===== src/sv/assert_macros.svh =====
// Assertion helpers for the RTL. Each expands to one labeled
// concurrent assertion clocked on clk_i and disabled during reset.
`ifndef ASSERT_MACROS_SVH
`define ASSERT_MACROS_SVH

// Check that the consequent holds in the same cycle as the antecedent.
`define ASSERT_IMPLIES(lbl, ante, cons, msg) \
  lbl: assert property (@(posedge clk_i) disable iff (!rst_ni) (ante) |-> (cons)) \
    else $error(msg);

// Check that the consequent holds in the cycle after the antecedent.
`define ASSERT_NEXT(lbl, ante, cons, msg) \
  lbl: assert property (@(posedge clk_i) disable iff (!rst_ni) (ante) |=> (cons)) \
    else $error(msg);

// Check a property at every clock edge.
`define ASSERT_ALWAYS(lbl, prop, msg) \
  lbl: assert property (@(posedge clk_i) disable iff (!rst_ni) (prop)) \
    else $error(msg);

`endif


===== src/sv/msbp_pkg.sv =====
package msbp_pkg;

  localparam int unsigned MAX_WRITE_BITS = 64;
  localparam int unsigned CAP_W          = 21;
  localparam int unsigned NBITS_W        = 7;
  localparam int unsigned CNT_W          = 4;
  localparam logic [CAP_W-1:0] CAP_RESET = CAP_W'(4096);

  localparam logic [1:0] OP_WRITE   = 2'd0;
  localparam logic [1:0] OP_FLUSH   = 2'd1;
  localparam logic [1:0] OP_RESTART = 2'd2;

  typedef struct packed {
    logic [1:0]                opcode;
    logic [NBITS_W-1:0]        nbits;
    logic [MAX_WRITE_BITS-1:0] value;
  } in_item_t;

  typedef struct packed {
    logic [7:0] out_byte;
    logic       byte_valid;
    logic       overflow;
    logic       last;
  } out_item_t;

  typedef enum logic [1:0] {
    ST_IDLE,
    ST_FILL,
    ST_EMIT,
    ST_STATUS
  } state_e;

  typedef struct packed {
    logic load;
    logic fill;
    logic emit;
    logic status;
  } dp_cmd_t;

  typedef struct packed {
    logic need_fill;
    logic plan_k_zero;
    logic k_zero;
    logic k_last;
    logic out_free;
  } dp_status_t;

endpackage


===== src/sv/msbp_ctrl.sv =====
module msbp_ctrl (
  input  logic                 clk_i,
  input  logic                 rst_ni,
  input  logic                 in_valid_i,
  output logic                 in_stall_o,
  input  msbp_pkg::dp_status_t status_i,
  output msbp_pkg::dp_cmd_t    cmd_o
);
  import msbp_pkg::*;

  state_e state_q, state_d;

  always_ff @(posedge clk_i or negedge rst_ni) begin
    if (!rst_ni) begin
      state_q <= ST_IDLE;
    end else begin
      state_q <= state_d;
    end
  end

  always_comb begin
    state_d    = state_q;
    cmd_o      = '0;
    in_stall_o = 1'b1;
    unique case (state_q)
      ST_IDLE: begin
        in_stall_o = 1'b0;
        if (in_valid_i) begin
          cmd_o.load = 1'b1;
          if (status_i.need_fill) begin
            state_d = ST_FILL;
          end else if (status_i.plan_k_zero) begin
            state_d = ST_STATUS;
          end else begin
            state_d = ST_EMIT;
          end
        end
      end
      ST_FILL: begin
        cmd_o.fill = 1'b1;
        state_d    = status_i.k_zero ? ST_STATUS : ST_EMIT;
      end
      ST_EMIT: begin
        if (status_i.out_free) begin
          cmd_o.emit = 1'b1;
          if (status_i.k_last) begin
            state_d = ST_IDLE;
          end
        end
      end
      ST_STATUS: begin
        if (status_i.out_free) begin
          cmd_o.status = 1'b1;
          state_d      = ST_IDLE;
        end
      end
      default: begin
        state_d = ST_IDLE;
      end
    endcase
  end

endmodule


===== src/sv/msbp_datapath.sv =====
module msbp_datapath (
  input  logic                         clk_i,
  input  logic                         rst_ni,
  input  logic                         cfg_we_i,
  input  logic [msbp_pkg::CAP_W-1:0]   cfg_wdata_i,
  input  msbp_pkg::in_item_t           in_item_i,
  input  msbp_pkg::dp_cmd_t            cmd_i,
  output msbp_pkg::dp_status_t         status_o,
  output logic                         out_valid_o,
  input  logic                         out_stall_i,
  output msbp_pkg::out_item_t          out_item_o
);
  import msbp_pkg::*;

  logic [CAP_W-1:0]          cap_q, cap_d;
  logic [CAP_W-1:0]          be_q, be_d;
  logic [7:0]                staging_q, staging_d;
  logic [CNT_W-1:0]          cnt_q, cnt_d;
  logic                      ovf_q, ovf_d;
  logic [MAX_WRITE_BITS-1:0] vbuf_q, vbuf_d;
  logic [NBITS_W-1:0]        rem_q, rem_d;
  logic [CNT_W-1:0]          k_q, k_d;
  logic                      out_valid_q, out_valid_d;
  out_item_t                 out_q, out_d;

  // Plan for the item at the input.
  logic [NBITS_W-1:0]        nsat;
  logic                      is_write;
  logic [NBITS_W-1:0]        bit_sum;
  logic [CNT_W-1:0]          need_e;
  logic [CAP_W-1:0]          room;
  logic [CAP_W-1:0]          allow;
  logic                      short_room;
  logic [CNT_W-1:0]          plan_k;
  logic                      flush_emit;
  logic                      flush_ovf;
  logic [CNT_W-1:0]          load_k;
  logic [MAX_WRITE_BITS-1:0] aligned;

  // One packing step.
  logic [7:0]                base_byte;
  logic [CNT_W-1:0]          base_cnt;
  logic [CNT_W-1:0]          space;
  logic [CNT_W-1:0]          take;
  logic                      out_free;

  always_comb begin
    nsat = (in_item_i.nbits > NBITS_W'(MAX_WRITE_BITS)) ? NBITS_W'(MAX_WRITE_BITS)
                                                          : in_item_i.nbits;
    is_write   = (in_item_i.opcode == OP_WRITE) && (nsat != '0);
    bit_sum    = NBITS_W'(cnt_q) + nsat - NBITS_W'(1);
    need_e     = bit_sum[NBITS_W-1:3];
    room       = (cap_q > be_q) ? (cap_q - be_q) : '0;
    allow      = (room != '0) ? (room - CAP_W'(1)) : '0;
    short_room = allow < CAP_W'(need_e);
    plan_k     = short_room ? allow[CNT_W-1:0] : need_e;
    flush_emit = (in_item_i.opcode == OP_FLUSH) && (cnt_q != '0) && (room != '0);
    flush_ovf  = (in_item_i.opcode == OP_FLUSH) && (cnt_q != '0) && (room == '0);
    if (is_write) begin
      load_k = plan_k;
    end else if (flush_emit) begin
      load_k = CNT_W'(1);
    end else begin
      load_k = '0;
    end
    aligned = in_item_i.value << (NBITS_W'(MAX_WRITE_BITS) - nsat);
  end

  assign out_free = !out_valid_q || !out_stall_i;

  always_comb begin
    status_o.need_fill   = is_write && (cnt_q < CNT_W'(8));
    status_o.plan_k_zero = (load_k == '0);
    status_o.k_zero      = (k_q == '0);
    status_o.k_last      = (k_q == CNT_W'(1));
    status_o.out_free    = out_free;
  end

  // An emit starts a fresh byte; a fill tops up the current one.
  always_comb begin
    base_byte = cmd_i.emit ? 8'd0 : staging_q;
    base_cnt  = cmd_i.emit ? '0 : cnt_q;
    space     = CNT_W'(8) - base_cnt;
    take      = (rem_q < NBITS_W'(space)) ? rem_q[CNT_W-1:0] : space;
  end

  always_comb begin
    cap_d       = cfg_we_i ? cfg_wdata_i : cap_q;
    be_d        = be_q;
    staging_d   = staging_q;
    cnt_d       = cnt_q;
    ovf_d       = ovf_q;
    vbuf_d      = vbuf_q;
    rem_d       = rem_q;
    k_d         = k_q;
    out_d       = out_q;
    out_valid_d = out_valid_q && out_stall_i;

    if (cmd_i.load) begin
      if (in_item_i.opcode == OP_RESTART) begin
        staging_d = '0;
        cnt_d     = '0;
        be_d      = '0;
        ovf_d     = 1'b0;
      end else begin
        ovf_d = ovf_q || (is_write && short_room) || flush_ovf;
      end
      vbuf_d = is_write ? aligned : '0;
      rem_d  = is_write ? nsat : '0;
      k_d    = load_k;
    end

    if (cmd_i.fill || cmd_i.emit) begin
      staging_d = base_byte | (vbuf_q[MAX_WRITE_BITS-1 -: 8] >> base_cnt);
      cnt_d     = base_cnt + take;
      vbuf_d    = vbuf_q << take;
      rem_d     = rem_q - NBITS_W'(take);
    end

    if (cmd_i.emit) begin
      out_d.out_byte   = staging_q;
      out_d.byte_valid = 1'b1;
      out_d.overflow   = ovf_q;
      out_d.last       = (k_q == CNT_W'(1));
      out_valid_d      = 1'b1;
      be_d             = be_q + CAP_W'(1);
      k_d              = k_q - CNT_W'(1);
    end

    if (cmd_i.status) begin
      out_d.out_byte   = 8'd0;
      out_d.byte_valid = 1'b0;
      out_d.overflow   = ovf_q;
      out_d.last       = 1'b1;
      out_valid_d      = 1'b1;
    end
  end

  always_ff @(posedge clk_i or negedge rst_ni) begin
    if (!rst_ni) begin
      cap_q       <= CAP_RESET;
      be_q        <= '0;
      staging_q   <= '0;
      cnt_q       <= '0;
      ovf_q       <= 1'b0;
      rem_q       <= '0;
      k_q         <= '0;
      out_valid_q <= 1'b0;
    end else begin
      cap_q       <= cap_d;
      be_q        <= be_d;
      staging_q   <= staging_d;
      cnt_q       <= cnt_d;
      ovf_q       <= ovf_d;
      rem_q       <= rem_d;
      k_q         <= k_d;
      out_valid_q <= out_valid_d;
    end
  end

  always_ff @(posedge clk_i) begin
    vbuf_q <= vbuf_d;
    out_q  <= out_d;
  end

  assign out_valid_o = out_valid_q;
  assign out_item_o  = out_q;

endmodule


===== src/sv/msb_first_bit_packer_unit.sv =====
// Each item is latched at acceptance; a write with a partial staging byte tops it up first,
// then the item emits K bytes (K = 0..8) or, when K is 0, one status result. The emit step
// pushes one byte per cycle while the output register is free, and the single output
// register is shared by emit and status results. Flush, restart and no-op items follow
// the same load and emit or status steps. Reset (rst_ni low, asynchronous) clears
// all packing state and sets the capacity register to 4096; no clearing pass is needed.
`include "assert_macros.svh"

module msb_first_bit_packer_unit (
  input  logic                       clk_i,
  input  logic                       rst_ni,
  input  logic                       cfg_we_i,
  input  logic [msbp_pkg::CAP_W-1:0] cfg_wdata_i,
  input  logic                       in_valid_i,
  output logic                       in_stall_o,
  input  msbp_pkg::in_item_t         in_item_i,
  output logic                       out_valid_o,
  input  logic                       out_stall_i,
  output msbp_pkg::out_item_t        out_item_o
);
  import msbp_pkg::*;

  // The controller sequences one item at a time:
  //   load   - latch the item; capacity check and the final overflow flag
  //            are settled here, so every result carries the same flag
  //   fill   - top up a partial staging byte from the left-aligned value
  //   emit   - push the full staging byte and refill it from the value,
  //            once per byte that fits in the remaining room
  //   status - push a single no-byte result when nothing was emitted
  // The datapath owns the packing state, the capacity register and the
  // output register, which lets the next item in while a result waits.
  dp_cmd_t    cmd;
  dp_status_t status;

  msbp_ctrl u_ctrl (
    .clk_i      (clk_i),
    .rst_ni     (rst_ni),
    .in_valid_i (in_valid_i),
    .in_stall_o (in_stall_o),
    .status_i   (status),
    .cmd_o      (cmd)
  );

  msbp_datapath u_datapath (
    .clk_i       (clk_i),
    .rst_ni      (rst_ni),
    .cfg_we_i    (cfg_we_i),
    .cfg_wdata_i (cfg_wdata_i),
    .in_item_i   (in_item_i),
    .cmd_i       (cmd),
    .status_o    (status),
    .out_valid_o (out_valid_o),
    .out_stall_i (out_stall_i),
    .out_item_o  (out_item_o)
  );

  // Never push into an output register that still holds an untaken item.
  `ASSERT_IMPLIES(a_push_free, cmd.emit || cmd.status, !out_valid_o || !out_stall_i,
                  "push while output busy")
  // Commands are exclusive: one step per cycle.
  `ASSERT_ALWAYS(a_cmd_onehot, $onehot0({cmd.load, cmd.fill, cmd.emit, cmd.status}),
                 "overlapping commands")
  // A status push always presents a final, byte-less result.
  `ASSERT_NEXT(a_status_last, cmd.status,
               out_valid_o && out_item_o.last && !out_item_o.byte_valid,
               "bad status result")

endmodule


===== config.mk =====
export PLATFORM = sky130hd
export DESIGN_NAME = msb_first_bit_packer_unit
export DESIGN_NICKNAME = d
export VERILOG_FILES = /design/src/sv/msbp_pkg.sv /design/src/sv/msbp_ctrl.sv /design/src/sv/msbp_datapath.sv /design/src/sv/msb_first_bit_packer_unit.sv
export VERILOG_INCLUDE_DIRS = /design/src /design/src/sv
export SDC_FILE = /design/constraint.sdc
export NUM_CORES = 1
export LEC_CHECK = 0
export BUFFER_PORTS_ARGS = -buffer_cell sky130_fd_sc_hd__buf_2
export CORE_MARGIN = 5
export CORE_UTILIZATION = 45
export DETAILED_ROUTE_END_ITERATION = 10
export PLACE_DENSITY = 0.69
export SYNTH_ARGS = -nofsm -noshare
export SYNTH_HDL_FRONTEND = slang
export SYNTH_SLANG_ARGS = --single-unit

===== constraint.sdc =====
create_clock -name clk_i -period 5.5 [get_ports clk_i]
set_input_delay 0.825 -clock clk_i [delete_from_list [all_inputs] [get_ports clk_i]]
set_output_delay 0.825 -clock clk_i [all_outputs]
set_load 0.05 [all_outputs]

==> impl_metrics.json <==
{
  "cp.arrival_ps": 5610,
  "r2r_slack_ps": 240,
  "synth-edff-count": 65,
  "num_io_pins": 112,
  "core_mm2": 0.0323,
  "tritoncts": "built",
  "finalInstanceArea_mm2": 0.0165,
  "power_frac_seq": 0.172,
  "cts_buffer_depth": 2,
  "regArea_mm2": 0.00388,
  "clkPwrFrac": 0.095,
  "drcViolationCount": 0,
  "first_global_vias": 13000,
  "slew_headroom": 0.317,
  "status": "completed",
  "p_sw_mw": 6.40,
  "slew_violations": 0,
  "path_max_fanout": 9,
  "ctsHoldBuffers": 0,
  "via_per_inst": 6.08,
  "start_kind": "flip-flop",
  "synthArstFlopShare": 0.479,
  "hold_violations": 0,
  "min_path_type": "flip-flop to flip-flop",
  "synth.avg_cell_area_um2": 8.96,
  "groute.usage.overall": 0.239,
  "synth_ff_type": "dfrtp_1",
  "grt_overflow_total": 0,
  "criticalPathCategory": "flip-flop to flip-flop",
  "dieArea_mm2": 0.0361,
  "cts_sinks": 144,
  "ys_seq_area_frac": 0.266,
  "synth_area_mm2": 0.0146,
  "pwr_density_cell_mw_per_mm2": 759,
  "layout_common_cells": "404 x mux2i_1, 172 x nand2_1, 111 x buf_2",
  "p_comb_frac": 0.732,
  "yosysTopAreaCellShare": 0.278,
  "num_vias": 13200,
  "setup_viol": 0,
  "cp.required_ps": 5850,
  "whs_ps": 445,
  "antenna_cells": 0,
  "cap_violations": 0,
  "p_leak_nw": 7.30,
  "clock_skew_ps": 17.6,
  "grt_pass1_wl_um": 69800,
  "hold_start": "u_datapath.out_item_o[2]",
  "crit-reg2reg-launch": "u_datapath.be_q[15]",
  "port-buffer-count": 111,
  "hold_path_depth": 2,
  "initial_core_util": 0.451,
  "nNetsFinal": 1860,
  "drtIter0Drc": 1194,
  "insertion_delay_ps": 450,
  "tightest_slew_ps": 1020,
  "hold_end": "u_datapath.out_item_o[2]",
  "antenna_found_initial": 0,
  "p_int_mw": 6.15,
  "row_count": 66,
  "post_drt_wl_per_cell_um": 20.5,
  "max-vdd-ir-drop_mv": 0.506,
  "fmax_mhz": 190,
  "cts-root-buf": "clkbuf_16",
  "area_growth_pct": 13.4,
  "wirelength_um": 44400,
  "synth.area.top_cells": "mux2i_1 28%, edfxtp_1 13%, dfrtp_1 12%",
  "die_h_um": 190,
  "dp_hpwl_um": 34300,
  "syn_nets": 1778,
  "ys_ff_latch": 144,
  "numCtsBuffers": 17,
  "timing.rr.end": "u_ctrl.state_q[0]",
  "placedInstanceArea_mm2": 0.0158,
  "r2r_cells": 21,
  "drive_gt1_frac": 0.171,
  "fill_cells": 3052,
  "post-route-period-util": 0.957,
  "path_clk_slew_ps": 70,
  "multi_input_area_mm2": 0.0102,
  "yosysWarningCount": 0,
  "grt_max_degree": 70,
  "gp_congestion": 0.976,
  "final_common_cell": "mux2i_1",
  "synth_cell_types": 93,
  "switching_share": 0.510,
  "die_w_um": 190,
  "cp-end-kind": "flip-flop",
  "drt.antenna.violating_nets": 0,
  "synth_top_cell_by_area": "mux2i_1",
  "synthCells": 1627,
  "drt-pass1-iter-count": 6,
  "htree_levels": 4,
  "period_minus_slack_ps": 5260
}
worst max-delay path by stage:
stage | startpoint | end | slack, ps
6_report | u_datapath.be_q[15] | u_ctrl.state_q[0] | 240
5_1_grt | u_datapath.be_q[8] | u_ctrl.state_q[0] | -8
4_1_cts | u_datapath.be_q[16] | u_ctrl.state_q[0] | 40
3_5_place_dp | u_datapath.be_q[16] | u_ctrl.state_q[0] | 60
3_3_place_gp | u_datapath.be_q[16] | u_ctrl.state_q[0] | 300
2_1_floorplan | u_datapath.be_q[6] | u_ctrl.state_q[0] | 150
cells in the mapped netlist, types with 7 or more instances:
master    number
a211oi_1      41
a21o_1        24
a21oi_1       68
a31oi_1       12
and2_1         7
and3_1        14
buf_1         21
clkbuf_1      73
dfrtp_1       68
dfxtp_1       10
edfxtp_1      65
ha_1          49
inv_1         55
mux2_2        24
mux2i_1      405
nand2_1      173
nand2b_1      12
nand3_1       25
nand4_1       16
nor2_1        79
nor3_1        32
o21a_1         7
o21ai_0       83
o221ai_1      42
o22a_1        11
o22ai_1       18
or3_1          7
xnor2_1       39
xor2_1         9
flip-flops by register name (all words and copies together) (netlist names):
register,cells
u_ctrl.state_q,2
u_datapath.be_q,21
u_datapath.cap_q,21
u_datapath.cnt_q,4
u_datapath.k_q,4
u_datapath.out_item_o,11
u_datapath.out_valid_o,1
u_datapath.ovf_q,1
u_datapath.rem_q,7
u_datapath.staging_q,8
u_datapath.vbuf_q,64
power by group through the flow:
stage	combinational [mW]	sequential [mW]	clock [mW]
finish	9.19	2.16	1.19
global route	9.94	2.22	1.26
CTS	8.95	2.16	1.20
detailed placement	8.88	2.18	0
global placement	8.77	2.15	0
floorplan	6.65	2.22	0
area by class of cell:
class / instances / area share
Inverter: 59 / 0.0134
Tap cell: 442 / 0.0335
Clock buffer: 20 / 0.0291
Timing Repair Buffer: 171 / 0.0639
Sequential cell: 144 / 0.235
Clock inverter: 12 / 0.00666
Multi-Input combinational cell: 1316 / 0.619
stage by stage:
| stage | setup TNS (ps) | total power, mW | instances | setup slack [ps] | util |
|---|---|---|---|---|---|
| after floorplan | 0 | 8.87 | 1627 | 148 | - |
| after global placement | 0 | 10.9 | 2129 | 303 | 0.490 |
| after detailed placement | 0 | 11.1 | 2129 | 60.1 | 0.490 |
| after CTS | 0 | 12.3 | 2161 | 41.8 | 0.508 |
| after global routing | -8.32 | 13.4 | 2164 | -8.32 | 0.512 |
| final | 0 | 12.5 | 2164 | 237 | 0.512 |
timing repair:
action	in CTS	in global routing
gates resized for setup	2	22
buffers inserted	0	2
gates cloned	0	1
hold endpoints to repair	0	0
setup endpoints to repair	1	6
pin swaps	0	3
kinds of logic (layout without fill, tap and decap cells):
group | after synthesis | in the layout | share of synthesized area
mux | 432 | 432 | 0.301
compound gates | 379 | 380 | 0.179
simple gates | 404 | 404 | 0.130
flops | 144 | 144 | 0.266
buf+inv | 168 | 262 | 0.0481
xor+xnor | 48 | 48 | 0.0288
fa+ha+maj | 52 | 52 | 0.0462
metal layers:
layer / share of wire / vias up / global-route usage
met5: 0 / - / 0
met3: 0.058 / 86 / 0.0361
met1: 0.44 / 6330 / 0.319
met2: 0.46 / 450 / 0.395
met4: 0.034 / 0 / 0.0860
li1: - / 6297 / -
critical path, cell delays in order (launching register included):
cell and delay (ps):
dfrtp_1 350, inv_1 70, ha_1 480, nand2_2 170
or4_1 580, o22ai_4 160, or2_2 180, ha_1 170
and4b_2 250, nand4_1 120, or4_4 470, nor4b_4 330
a21o_4 170, nor2_1 70, ha_1 300, and3_2 180
nand3_2 120, o21ai_4 210, or2_0 140, mux2i_1 90
a211o_1 360, o31ai_2 230
No activity file was read; power rests on OpenSTA's default activity.
